===== src/sv/jazm_pkg.sv =====
// Shared types and constants of the joystick axis zone median block.
`default_nettype none

package jazm_pkg;

  localparam int ADC_BITS = 10;
  localparam int DZ_W = ADC_BITS;
  localparam int STEP_W = 8;
  localparam int SUM_W = 20;
  localparam int LEVEL_W = 4;
  localparam int NUM_AXES = 3;
  localparam int MAX_LEVEL = 7;

  localparam int CAL_COUNT_DEF = 1000;
  localparam int WINDOW_LEN_DEF = 5;
  localparam int CMD_DEPTH_DEF = 2;
  localparam int OUT_DEPTH_DEF = 2;

  localparam int CFG_IDX_W = 1;
  localparam int CFG_DATA_W = 10;
  localparam logic [CFG_IDX_W-1:0] CFG_DEAD_ZONE = 1'd0;
  localparam logic [CFG_IDX_W-1:0] CFG_ZONE_STEP = 1'd1;

  localparam logic [DZ_W-1:0] DEAD_ZONE_RST = 10'd180;
  localparam logic [STEP_W-1:0] ZONE_STEP_RST = 8'd60;

  localparam logic OP_CAL = 1'b0;
  localparam logic OP_MEASURE = 1'b1;
  localparam logic KIND_LEVELS = 1'b0;
  localparam logic KIND_CAL_DONE = 1'b1;

  typedef logic [ADC_BITS-1:0] sample_t;
  typedef logic signed [LEVEL_W-1:0] level_t;

  typedef struct packed {
    logic op;
    sample_t x_sample;
    sample_t y_sample;
    sample_t z_sample;
  } jazm_in_t;

  typedef struct packed {
    logic kind;
    level_t x_level;
    level_t y_level;
    level_t z_level;
  } jazm_out_t;

  typedef struct packed {
    logic is_done;
    level_t [NUM_AXES-1:0] level;
  } jazm_cmd_t;

endpackage

`default_nettype wire


===== src/sv/jazm_queue.sv =====
// Small register queue used between the front end, the back end and the result port.
`default_nettype none

module jazm_queue #(
  parameter int WIDTH = 1,
  parameter int DEPTH = 2
) (
  input  logic             clk,
  input  logic             rst_n,
  input  logic             push,
  output logic             full,
  input  logic [WIDTH-1:0] din,
  input  logic             pop,
  output logic             empty,
  output logic [WIDTH-1:0] dout
);

  localparam int PTR_W = (DEPTH > 1) ? $clog2(DEPTH) : 1;
  localparam int CNT_W = $clog2(DEPTH + 1);

  logic [WIDTH-1:0] mem_r [DEPTH];
  logic [PTR_W-1:0] wr_ptr_r;
  logic [PTR_W-1:0] rd_ptr_r;
  logic [CNT_W-1:0] count_r;
  logic             do_push;
  logic             do_pop;

  assign full = (count_r == CNT_W'(DEPTH));
  assign empty = (count_r == '0);
  assign do_push = push && !full;
  assign do_pop = pop && !empty;
  assign dout = mem_r[rd_ptr_r];

  always_ff @(posedge clk) begin
    if (do_push) begin
      mem_r[wr_ptr_r] <= din;
    end
  end

  always_ff @(posedge clk) begin
    if (!rst_n) begin
      wr_ptr_r <= '0;
      rd_ptr_r <= '0;
      count_r <= '0;
    end else begin
      if (do_push) begin
        wr_ptr_r <= (wr_ptr_r == PTR_W'(DEPTH - 1)) ? '0 : wr_ptr_r + PTR_W'(1);
      end
      if (do_pop) begin
        rd_ptr_r <= (rd_ptr_r == PTR_W'(DEPTH - 1)) ? '0 : rd_ptr_r + PTR_W'(1);
      end
      if (do_push && !do_pop) begin
        count_r <= count_r + CNT_W'(1);
      end else if (do_pop && !do_push) begin
        count_r <= count_r - CNT_W'(1);
      end
    end
  end

endmodule

`default_nettype wire


===== src/sv/jazm_front.sv =====
// Front end: input transfers, calibration sums and centers, zone quantizer.
`default_nettype none

module jazm_front #(
  parameter int CAL_COUNT = jazm_pkg::CAL_COUNT_DEF
) (
  input  logic                               clk,
  input  logic                               rst_n,
  input  logic                               push,
  output logic                               full,
  input  jazm_pkg::jazm_in_t                 in_data,
  input  logic                               cfg_we,
  input  logic [jazm_pkg::CFG_IDX_W-1:0]     cfg_index,
  input  logic [jazm_pkg::CFG_DATA_W-1:0]    cfg_data,
  output logic                               cmd_push,
  output jazm_pkg::jazm_cmd_t                cmd_data,
  input  logic                               cmd_full
);

  import jazm_pkg::*;

  localparam int CNT_W = $clog2(CAL_COUNT + 1);
  localparam int DIV_SHIFT = SUM_W + $clog2(CAL_COUNT);
  localparam int RECIP_W = SUM_W + 2;
  localparam int PROD_W = SUM_W + RECIP_W;
  localparam logic [RECIP_W-1:0] RECIP =
    RECIP_W'(((64'd1 << DIV_SHIFT) + 64'(CAL_COUNT) - 64'd1) / 64'(CAL_COUNT));
  localparam int Q_W = ADC_BITS + 2;
  localparam int MAG_W = LEVEL_W - 1;

  logic [DZ_W-1:0]   dz_r;
  logic [STEP_W-1:0] st_r;
  logic [CNT_W-1:0]  cnt_r;
  logic [SUM_W-1:0]  sums_r [NUM_AXES];
  logic [SUM_W-1:0]  sums_nxt [NUM_AXES];
  sample_t           centers_r [NUM_AXES];
  logic [SUM_W-1:0]  div_num_r [NUM_AXES];
  logic [PROD_W-1:0] prod_r [NUM_AXES];
  logic              div1_v_r;
  logic              div2_v_r;
  sample_t           smp [NUM_AXES];
  logic              accept;
  logic              is_meas;
  logic              cal_done;

  function automatic level_t quantize(input sample_t s, input sample_t c,
                                      input logic [DZ_W-1:0] dz,
                                      input logic [STEP_W-1:0] st);
    logic signed [Q_W-1:0] d;
    logic signed [Q_W-1:0] ep;
    logic signed [Q_W-1:0] en;
    logic signed [Q_W-1:0] mult;
    logic [MAG_W-1:0]      cnt_gt;
    logic [MAG_W-1:0]      cnt_ge;
    level_t                lv;
    d = $signed({2'b00, s}) - $signed({2'b00, c});
    ep = d - $signed({2'b00, dz});
    en = -d - $signed({2'b00, dz});
    cnt_gt = '0;
    cnt_ge = '0;
    for (int k = 1; k < MAX_LEVEL; k++) begin
      mult = $signed(Q_W'(k) * Q_W'(st));
      if (ep > mult) begin
        cnt_gt = cnt_gt + MAG_W'(1);
      end
      if (en >= mult) begin
        cnt_ge = cnt_ge + MAG_W'(1);
      end
    end
    if ((ep[Q_W-1] || ep == '0) && en[Q_W-1]) begin
      lv = '0;
    end else if (!d[Q_W-1] && d != '0) begin
      lv = {1'b0, cnt_gt + MAG_W'(1)};
    end else begin
      lv = '0 - {1'b0, cnt_ge + MAG_W'(1)};
    end
    return lv;
  endfunction

  assign smp[0] = in_data.x_sample;
  assign smp[1] = in_data.y_sample;
  assign smp[2] = in_data.z_sample;

  // Inputs wait while the command queue is full or a new set of centers moves through the multiplier.
  assign full = cmd_full || div1_v_r || div2_v_r;
  assign accept = push && !full;
  assign is_meas = (in_data.op == OP_MEASURE);
  assign cal_done = !is_meas && (cnt_r == CNT_W'(CAL_COUNT - 1));
  assign cmd_push = accept && (is_meas || cal_done);

  always_comb begin
    cmd_data.is_done = !is_meas;
    for (int a = 0; a < NUM_AXES; a++) begin
      sums_nxt[a] = sums_r[a] + SUM_W'(smp[a]);
      cmd_data.level[a] = quantize(smp[a], centers_r[a], dz_r, st_r);
    end
  end

  always_ff @(posedge clk) begin
    if (!rst_n) begin
      dz_r <= DEAD_ZONE_RST;
      st_r <= ZONE_STEP_RST;
      cnt_r <= '0;
      div1_v_r <= 1'b0;
      div2_v_r <= 1'b0;
      for (int a = 0; a < NUM_AXES; a++) begin
        sums_r[a] <= '0;
        centers_r[a] <= '0;
      end
    end else begin
      if (cfg_we) begin
        case (cfg_index)
          CFG_DEAD_ZONE: dz_r <= cfg_data[DZ_W-1:0];
          CFG_ZONE_STEP: st_r <= cfg_data[STEP_W-1:0];
          default: ;
        endcase
      end
      div1_v_r <= accept && cal_done;
      div2_v_r <= div1_v_r;
      if (accept && !is_meas) begin
        if (cal_done) begin
          cnt_r <= '0;
          for (int a = 0; a < NUM_AXES; a++) begin
            sums_r[a] <= '0;
          end
        end else begin
          cnt_r <= cnt_r + CNT_W'(1);
          for (int a = 0; a < NUM_AXES; a++) begin
            sums_r[a] <= sums_nxt[a];
          end
        end
      end
      if (div2_v_r) begin
        for (int a = 0; a < NUM_AXES; a++) begin
          centers_r[a] <= prod_r[a][DIV_SHIFT +: ADC_BITS];
        end
      end
    end
  end

  // Division by the sample count as a multiplication by its reciprocal.
  always_ff @(posedge clk) begin
    for (int a = 0; a < NUM_AXES; a++) begin
      if (accept && cal_done) begin
        div_num_r[a] <= sums_nxt[a];
      end
      prod_r[a] <= {{RECIP_W{1'b0}}, div_num_r[a]} * {{SUM_W{1'b0}}, RECIP};
    end
  end

`ifndef SYNTHESIS
  a_cnt_range: assert property (@(posedge clk) disable iff (!rst_n)
    cnt_r < CNT_W'(CAL_COUNT))
    else $error("calibration counter out of range");

  a_meas_fresh_centers: assert property (@(posedge clk) disable iff (!rst_n)
    (accept && is_meas) |-> (!div1_v_r && !div2_v_r))
    else $error("measure transfer taken while centers are updating");
`endif

endmodule

`default_nettype wire


===== src/sv/jazm_back.sv =====
// Back end: per-axis level windows and the median network.
`default_nettype none

module jazm_back #(
  parameter int WINDOW_LEN = jazm_pkg::WINDOW_LEN_DEF
) (
  input  logic                 clk,
  input  logic                 rst_n,
  input  logic                 cmd_empty,
  output logic                 cmd_pop,
  input  jazm_pkg::jazm_cmd_t  cmd_data,
  output logic                 res_push,
  output jazm_pkg::jazm_out_t  res_data,
  input  logic                 res_full
);

  import jazm_pkg::*;

  localparam int FILL_W = (WINDOW_LEN > 1) ? $clog2(WINDOW_LEN) : 1;
  localparam int RANK_W = $clog2(WINDOW_LEN + 1);
  localparam int MID = (WINDOW_LEN - 1) / 2;

  level_t            win_r [NUM_AXES][WINDOW_LEN];
  logic [FILL_W-1:0] fill_r;
  logic              pend_v_r;
  logic              pend_done_r;
  logic              last;
  level_t            med [NUM_AXES];

  assign last = (fill_r == FILL_W'(WINDOW_LEN - 1));
  assign cmd_pop = !cmd_empty && !(pend_v_r && res_full);
  assign res_push = pend_v_r && !res_full;

  // An entry is the median when fewer than MID+1 entries lie below it
  // and at least MID+1 lie at or below it.
  always_comb begin
    logic [RANK_W-1:0] n_lt;
    logic [RANK_W-1:0] n_le;
    for (int a = 0; a < NUM_AXES; a++) begin
      med[a] = '0;
      for (int i = WINDOW_LEN - 1; i >= 0; i--) begin
        n_lt = '0;
        n_le = '0;
        for (int j = 0; j < WINDOW_LEN; j++) begin
          if (win_r[a][j] < win_r[a][i]) begin
            n_lt = n_lt + RANK_W'(1);
          end
          if (win_r[a][j] <= win_r[a][i]) begin
            n_le = n_le + RANK_W'(1);
          end
        end
        if (n_lt <= RANK_W'(MID) && n_le > RANK_W'(MID)) begin
          med[a] = win_r[a][i];
        end
      end
    end
  end

  always_comb begin
    res_data.kind = pend_done_r ? KIND_CAL_DONE : KIND_LEVELS;
    res_data.x_level = pend_done_r ? '0 : med[0];
    res_data.y_level = pend_done_r ? '0 : med[1];
    res_data.z_level = pend_done_r ? '0 : med[2];
  end

  always_ff @(posedge clk) begin
    if (cmd_pop && !cmd_data.is_done) begin
      for (int a = 0; a < NUM_AXES; a++) begin
        win_r[a][fill_r] <= cmd_data.level[a];
      end
    end
  end

  always_ff @(posedge clk) begin
    if (!rst_n) begin
      fill_r <= '0;
      pend_v_r <= 1'b0;
      pend_done_r <= 1'b0;
    end else begin
      if (cmd_pop) begin
        pend_v_r <= cmd_data.is_done || last;
        pend_done_r <= cmd_data.is_done;
        if (!cmd_data.is_done) begin
          fill_r <= last ? '0 : fill_r + FILL_W'(1);
        end
      end else if (res_push) begin
        pend_v_r <= 1'b0;
      end
    end
  end

`ifndef SYNTHESIS
  a_fill_range: assert property (@(posedge clk) disable iff (!rst_n)
    fill_r <= FILL_W'(WINDOW_LEN - 1))
    else $error("window fill index out of range");

  a_no_overwrite: assert property (@(posedge clk) disable iff (!rst_n)
    (pend_v_r && res_full) |-> !cmd_pop)
    else $error("window written while its median is still waiting");

  a_done_zero: assert property (@(posedge clk) disable iff (!rst_n)
    (res_push && res_data.kind == KIND_CAL_DONE) |->
      (res_data.x_level == '0 && res_data.y_level == '0 && res_data.z_level == '0))
    else $error("calibration done result carries nonzero levels");
`endif

endmodule

`default_nettype wire


===== src/sv/joystick_axis_zone_median.sv =====
// Top level of the joystick axis zone median filter.
// A result goes through the command queue, the back end windows and the result queue to the ports.
// Throughput: one item per cycle while full is low; the quantizer and the median network are
// combinational. After the transfer that ends calibration, full stays high while the reciprocal
// multiplier produces the new centers. Reset is synchronous, active low: it clears sums,
// counters, centers and queues and restores dead_zone 180 and zone_step 60.
`default_nettype none

module joystick_axis_zone_median #(
  parameter int CAL_COUNT = jazm_pkg::CAL_COUNT_DEF,
  parameter int WINDOW_LEN = jazm_pkg::WINDOW_LEN_DEF,
  parameter int CMD_DEPTH = jazm_pkg::CMD_DEPTH_DEF,
  parameter int OUT_DEPTH = jazm_pkg::OUT_DEPTH_DEF
) (
  input  logic                              clk,
  input  logic                              rst_n,
  input  logic                              push,
  output logic                              full,
  input  jazm_pkg::jazm_in_t                in_data,
  output logic                              empty,
  input  logic                              pop,
  output jazm_pkg::jazm_out_t               out_data,
  input  logic                              cfg_we,
  input  logic [jazm_pkg::CFG_IDX_W-1:0]    cfg_index,
  input  logic [jazm_pkg::CFG_DATA_W-1:0]   cfg_data
);

  import jazm_pkg::*;

  localparam int CMD_W = $bits(jazm_cmd_t);
  localparam int OUT_W = $bits(jazm_out_t);

  logic       cmd_push;
  logic       cmd_full;
  logic       cmd_pop;
  logic       cmd_empty;
  jazm_cmd_t  cmd_in;
  jazm_cmd_t  cmd_out;
  logic       res_push;
  logic       res_full;
  jazm_out_t  res_data;

  jazm_front #(
    .CAL_COUNT (CAL_COUNT)
  ) u_front (
    .clk       (clk),
    .rst_n     (rst_n),
    .push      (push),
    .full      (full),
    .in_data   (in_data),
    .cfg_we    (cfg_we),
    .cfg_index (cfg_index),
    .cfg_data  (cfg_data),
    .cmd_push  (cmd_push),
    .cmd_data  (cmd_in),
    .cmd_full  (cmd_full)
  );

  jazm_queue #(
    .WIDTH (CMD_W),
    .DEPTH (CMD_DEPTH)
  ) u_cmd_q (
    .clk   (clk),
    .rst_n (rst_n),
    .push  (cmd_push),
    .full  (cmd_full),
    .din   (cmd_in),
    .pop   (cmd_pop),
    .empty (cmd_empty),
    .dout  (cmd_out)
  );

  jazm_back #(
    .WINDOW_LEN (WINDOW_LEN)
  ) u_back (
    .clk       (clk),
    .rst_n     (rst_n),
    .cmd_empty (cmd_empty),
    .cmd_pop   (cmd_pop),
    .cmd_data  (cmd_out),
    .res_push  (res_push),
    .res_data  (res_data),
    .res_full  (res_full)
  );

  jazm_queue #(
    .WIDTH (OUT_W),
    .DEPTH (OUT_DEPTH)
  ) u_out_q (
    .clk   (clk),
    .rst_n (rst_n),
    .push  (res_push),
    .full  (res_full),
    .din   (res_data),
    .pop   (pop),
    .empty (empty),
    .dout  (out_data)
  );

endmodule

`default_nettype wire


===== config.mk =====
export PLATFORM = sky130hd
export DESIGN_NAME = joystick_axis_zone_median
export DESIGN_NICKNAME = d
export VERILOG_FILES = /design/src/sv/jazm_pkg.sv /design/src/sv/jazm_queue.sv /design/src/sv/jazm_front.sv /design/src/sv/jazm_back.sv /design/src/sv/joystick_axis_zone_median.sv
export SDC_FILE = /design/constraint.sdc
export NUM_CORES = 2
export LEC_CHECK = 0
export BUFFER_PORTS_ARGS = -buffer_cell sky130_fd_sc_hd__buf_2
export CORE_UTILIZATION = 60
export CTS_CLUSTER_SIZE = 12
export DETAILED_ROUTE_END_ITERATION = 6
export HOLD_SLACK_MARGIN = 0.06
export PLACE_DENSITY_LB_ADDON = 0.1
export SYNTH_ARGS = -nofsm -noshare
export SYNTH_HDL_FRONTEND = slang
export SYNTH_SLANG_ARGS = --single-unit

===== constraint.sdc =====
create_clock -name clk -period 10.2 [get_ports clk]
set_input_delay 1.53 -clock clk [delete_from_list [all_inputs] [get_ports clk]]
set_output_delay 1.53 -clock clk [all_outputs]
set_load 0.05 [all_outputs]

Word level (Yosys, flattened, before mapping)
Memory sizes are Yosys's and may differ from the RTL's. A register that Yosys moved wholly into a read port is not among the register bits.
Cells that the tools add are included.
- flip-flop bits (word level): 43
- memory bits (writable): 382
- input port bits: 47
- output and inout bits: 15
- word-level logic and storage cells: 778
- memories kept: 7
- memory list (name ; words ; bits a word ; read ports ; clocked after memory_dff ; write ports ; line ; text):
    u_front.prod_r ; 3 ; 40 ; 3 ; 0 ; 3 ; jazm_front.sv:38 ; logic [PROD_W-1:0] prod_r [NUM_AXES];
    u_back.win_r ; 3 ; 20 ; 3 ; 0 ; 3 ; jazm_back.sv:23 ; level_t win_r [NUM_AXES][WINDOW_LEN];
    u_front.div_num_r ; 3 ; 20 ; 3 ; 0 ; 3 ; jazm_front.sv:37 ; logic [SUM_W-1:0] div_num_r [NUM_AXES];
    u_front.sums_r ; 3 ; 20 ; 3 ; 0 ; 3 ; jazm_front.sv:34 ; logic [SUM_W-1:0] sums_r [NUM_AXES];
    u_front.centers_r ; 3 ; 10 ; 3 ; 0 ; 3 ; jazm_front.sv:36 ; sample_t centers_r [NUM_AXES];
    u_cmd_q.mem_r ; 2 ; 13 ; 1 ; 1 ; 1 ; jazm_queue.sv:21 ; logic [WIDTH-1:0] mem_r [DEPTH];
    1 more memories ; -- ; -- ; -- ; -- ; -- ; -- ;
- add/subtract/negate cells: 184
- $mul: 6
- magnitude comparators: 218
- equal/unequal tests: 4
- muxes and demuxes: 258
- bitwise operators: 12
- reduce and logical (&&, ||, !) cells: 75
- operators by type and width (kind ; count):
    two-way mux 3 bit ; 151
    adder 3 x 1 -> 3 bit (second input constant) ; 122
    <= comparator 4 bit ; 75
    < comparator 4 bit ; 75
    two-way mux 20 bit ; 7
    multiplier 20 x 20 -> 40 bit (second input constant) ; 3
    two-way mux 4 bit ; 25
    greater-or-equal comparator 12 x 11 -> 1 bit ; 6
    greater-or-equal comparator 12 bit ; 6
    greater-than comparator 12 x 11 -> 1 bit ; 6
    greater-than comparator 12 bit ; 6
    subtractor 12 x 11 -> 12 bit ; 6
    adder 1 x 1 -> 2 bit (second input constant) ; 35
    two-way mux 1 bit ; 66
    adder 20 x 10 -> 20 bit ; 3
    greater-than comparator 3 x 2 -> 1 bit (second input constant) ; 15
    <= comparator 3 x 2 -> 1 bit (second input constant) ; 15
    two-way mux 10 bit ; 4
    logical AND 1 bit ; 39
    greater-or-equal comparator 12 x 10 -> 1 bit ; 3
    greater-or-equal comparator 12 x 9 -> 1 bit ; 3
    greater-than comparator 12 x 10 -> 1 bit ; 3
    greater-than comparator 12 x 9 -> 1 bit ; 3
    logical NOT 12 bit ; 3
    other kinds (25) ; 77

Longest topological paths before layout
An unclocked memory read counts as a cell.
- depth in word-level cells: 20
- gate-level depth with buffers: 46
- mapped depth without buffers: 46

Modules after synthesis
Synthesis repeated with hierarchy kept, for this count alone.
- cells, all modules: 5163
- area, all modules: 49636.4 um^2
- by module, submodules not included (module ; instances ; cells each ; area each (um^2) ; sequential area each (um^2)):
    jazm_front ; 1 ; 3919 ; 37482.2 ; 5705.5
    jazm_back ; 1 ; 1114 ; 9821.9 ; 1901.8
    jazm_queue ; 2 ; 65 ; 1166.1 ; 880.8

Worst setup path after synthesis
No wires, ideal clock.
- kind: in2reg
- start point: in in_data[10] (netlist bit)
- end point: mem u_cmd_q.mem_r[0][7] (netlist bit), data pin
- library setup time: 0.259 ns
- arrival time: 10.012 ns
- data required time: 9.941 ns
- slack: -0.070 ns
- stages on the path: 46
- buffers on the path: 0
- cells stage by stage: inv_1 > ha_1 > inv_1 > fa_1 > nand2_1 > nand2b_1 > a211oi_1 > nor2_1 > ha_1 > inv_1 > ha_1 > a21o_1 > a21oi_1 > a21o_1 > or2b_1 > a21oi_1 > xnor2_1 > ha_1 > (+10 left out) > a41o_1 > a211o_1 > ha_1 > or3_1 > o21a_1 > ha_1 > and2_1 > or2_2 > ha_1 > or3_1 > o21a_1 > ha_1 > inv_1 > a31oi_1 > o211a_1 > or3b_4 > a2111oi_2 > and3b_1
- RTL lines (item ; line ; text):
    from (decl) ; joystick_axis_zone_median.sv:19 ; input jazm_pkg::jazm_in_t in_data,
    to (decl) ; jazm_queue.sv:21 ;

==> results.md <==
* Starting density of the core at 61.0%
* Placed cell count at 6,360
* Hold Path Class: flop to flop
* GR peak layer: met2
* Power share of the clock group at 14.5%
* Syn_area_per_cell at 9.59 um^2
* Register area share after synthesis at 19.0%
* Initial antenna violation count at 1
* Met2 Usage GRT at 50.2%
* Max Freq at 0.101 GHz
* Routed WL at 124,000 um
* YS warnings at 0
* Clock skew at 0.0181 ns
* CTS sink cnt at 337
* Clock Tree Buf Depth at 3
* Via count at 37,865
* Critical path class: input port to flop
* CTS root buf: clkbuf_16
* Pwr dens at 185 nW/um^2
* FFs w/ async S/R, synth at 0%
* Rows at 104
* CTS tree: done
* WHS at 0.461 ns
* Fillers at 6,757
* DIE WIDTH at 289 um
* CP startpoint kind: input port
* Mapped Area at 49,400 um^2
* CTS H-Tree Depth at 2
* Routed Antenna Nets at 0
* DP Area at 51,900 um^2
* Clock-pin slew on the worst setup and hold paths at 0.06 ns
* Period utilization at 96.7%
* Largest net degree at the start of global routing at 86
* Ports at 62
* #FFs+latches synth at 337
* Max-cap violations at 0
* Total grt overflow at 0
* Vias in the first global route at 37,580
* Area delta synth->final at 7.87%
* Initial DRC Count at 2,192
* Crit path capture type: flop
* Die ar. at 83,500 um^2
* Total GRT Usage at 30.0%
* Hold Vio Cnt, Final at 0
* WL per Instance at 19.2 um
* Sequential power share at 18.6%
* First-pass GRT wire length at 199,000 um
* Max_slew headroom at 24.7%
* Port bufs at 61
* Logic pwr share at 66.8%
* NumNets Final at 6,918
* M3 GR Usage at 2.97%
* Sw frac at 44.8%
* Final Setup Violations at 0
* Max VDD drop at 173 uV
* Antenna Cells at 0
* Int Power at 5.44 mW
* Fin crit period at 9.87 ns
* Layout cells sized above 1 at 7.51%
* Switching power summed over all nets at 4.42 mW
* Seq. cell area at 9370 um^2
* Area of the multi-input gates at 36,900 um^2
* Yosys cell types at 111
* Skew-Pair Late Insertion Delay at 0.57 ns
* Least-Margin Pin Slew at 1.12 ns
* GPL Wtd Cong at 0.949
* Syn Nets at 6,723
* CP Max Fanout at 2
* Worst Path Required at 10.51 ns
* Post-synth EDFFs at 262
* Dpl hpwl at 102,000 um
* Total CTS buffers at 41
* Critical path arrival at 10.18 ns
* Vias per cell at 5.88
* Design Area, Final at 53,300 um^2
* Die Ht at 289 um
* Slowest-stage cell, CP: or3b_4
* Final Non-Filler Cells at 6,440
* Slowest stage delay, CP at 0.43 ns
* Post-Syn Instances at 5,152
* Critical path's most frequent cell: ha_1
* Leakage at 26.5 nW
* Core box area at 81,100 um^2
* Final Slew Violations at 0
* Status: complete, no violations
* Drt first pass iters at 5
* # DRC at 0
* Top_reg_cell synth: edfxtp_1
* Grt met1 use at 41.1%
[state kept, by name, summed over array words and instances, names as in the netlist, named ones only]
signal              flops
u_back.win_r           60
u_front.div_num_r      60
u_front.sums_r         60
u_front.centers_r      30
u_front.prod_r         30
u_cmd_q.mem_r          26
u_out_q.mem_r          26
u_front.cnt_r          10
u_front.dz_r           10
u_front.st_r            8
u_back.fill_r           3
u_cmd_q.count_r         2
u_out_q.count_r         2
u_back.pend_done_r      1
u_back.pend_v_r         1
u_cmd_q.rd_ptr_r        1
u_cmd_q.wr_ptr_r        1
u_front.div1_v_r        1
u_front.div2_v_r        1
u_out_q.rd_ptr_r        1
u_out_q.wr_ptr_r        1
[logic make-up after synthesis]
| kind of cell | count (synthesis) | synth area share, % |
|---|---|---|
| compound gates | 988 | 13.9 |
| fa+ha+maj | 1524 | 42.8 |
| mux | 71 | 1.55 |
| xor+xnor | 220 | 4.24 |
| buf+inv | 885 | 6.73 |
| flops | 337 | 19.0 |
| simple gates | 1127 | 11.8 |
[critical path: cells and delay by family]
family	cells	cell delay [ns]
compound gates	13	2.35
xor+xnor	1	0.09
buf+inv	6	0.41
simple gates	17	3.04
fa+ha+maj	10	2.77
[routing by layer]
layer	wire (um)	vias up
li1	-	18659
met1	56800	18105
met2	57300	895
met3	6390	204
met4	3430	2
met5	11	-
[Yosys cell counts, drive strengths merged (56+ instances only)]
master  instances  share of area (%)
edfxtp        262                 16
fa            281                 11
and2           72               0.91
nand2         216                1.6
o21ai         234                2.4
nand4          67               0.85
nand3          71               0.72
and3           61               0.77
a211oi         56               0.90
xor2           66                1.2
inv           852                6.5
nand2b         57               0.72
nor2b         121                1.5
nor2          266                2.0
ha           1243                 31
a21o           72                1.1
nor3           79               0.82
xnor2         143                2.6
o21a           68                1.0
a21oi         204                2.1
dfxtp          75                3.0
[per-stage QoR]
stage	power [mW]	TNS [ns]	setup WS, ns	utilization (%)
3_3_place_gp	8.08	-0.278	-0.139	64.0
3_5_place_dp	8.27	-0.582	-0.233	64.0
4_1_cts	9.76	0	0.324	65.6
6_report	9.86	0	0.332	65.8
2_1_floorplan	6.56	0	0.0107	-
5_1_grt	10.7	-0.210	-0.105	65.8
[worst paths after layout]
kind / end / start / slack [ns] / depth (start not counted)
min: u_front.div2_v_r / u_front.div1_v_r / 0.46 / 1
max: u_cmd_q.mem_r[0][7] / in_data[10] / 0.33 / 47
max reg2reg: u_cmd_q.mem_r[0][7] / u_front.centers_r[0][11] / 1.09 / 39
min reg2reg: u_front.div2_v_r / u_front.div1_v_r / 0.46 / 1
[power by group through the flow]
stage / clock (mW) / sequential, mW / combinational [mW]
6_report: 1.43 / 1.84 / 6.59
3_3_place_gp: 0 / 1.86 / 6.22
5_1_grt: 1.50 / 1.85 / 7.37
2_1_floorplan: 0 / 1.82 / 4.73
4_1_cts: 1.46 / 1.84 / 6.46
3_5_place_dp: 0 / 1.87 / 6.40
[cells in the final DEF, fill, tap and decap left out, types with 25 or more instances in the layout]
cell       count
ha_1        1241
inv_1        850
fa_1         280
nor2_1       263
edfxtp_1     262
o21ai_0      215
nand2_1      214
a21oi_1      199
xnor2_1      139
buf_4        124
nor2b_1      121
nor3_1        77
dfxtp_1       75
a21o_1        72
nand3_1       71
and2_1        71
o21a_1        68
nand4_1       67
xor2_1        66
and3_1        61
buf_2         61
nand2b_1      57
a211oi_1      50
clkbuf_16     44
mux2_2        43
o211ai_1      42
a31oi_1       33
a21boi_0      27
mux2i_1       27
a31o_2        25
[cell type report]
cell class              instances  share of cell area, %
flip-flops and latches        337                   17.6
clock buffers                  65                   2.33
inverters                     852                   6.00
multi-input cells            3930                   69.1
clock inverters                11                  0.157
repair buffers                185                   2.32
well taps                    1060                   2.49
[repair_timing]
action                     CTS  global route
setup endpoints to repair    0             4
gates resized for setup      0            14
buffers inserted             0             4
hold buffers                 0             0
Power figures use the tool's default switching activity.
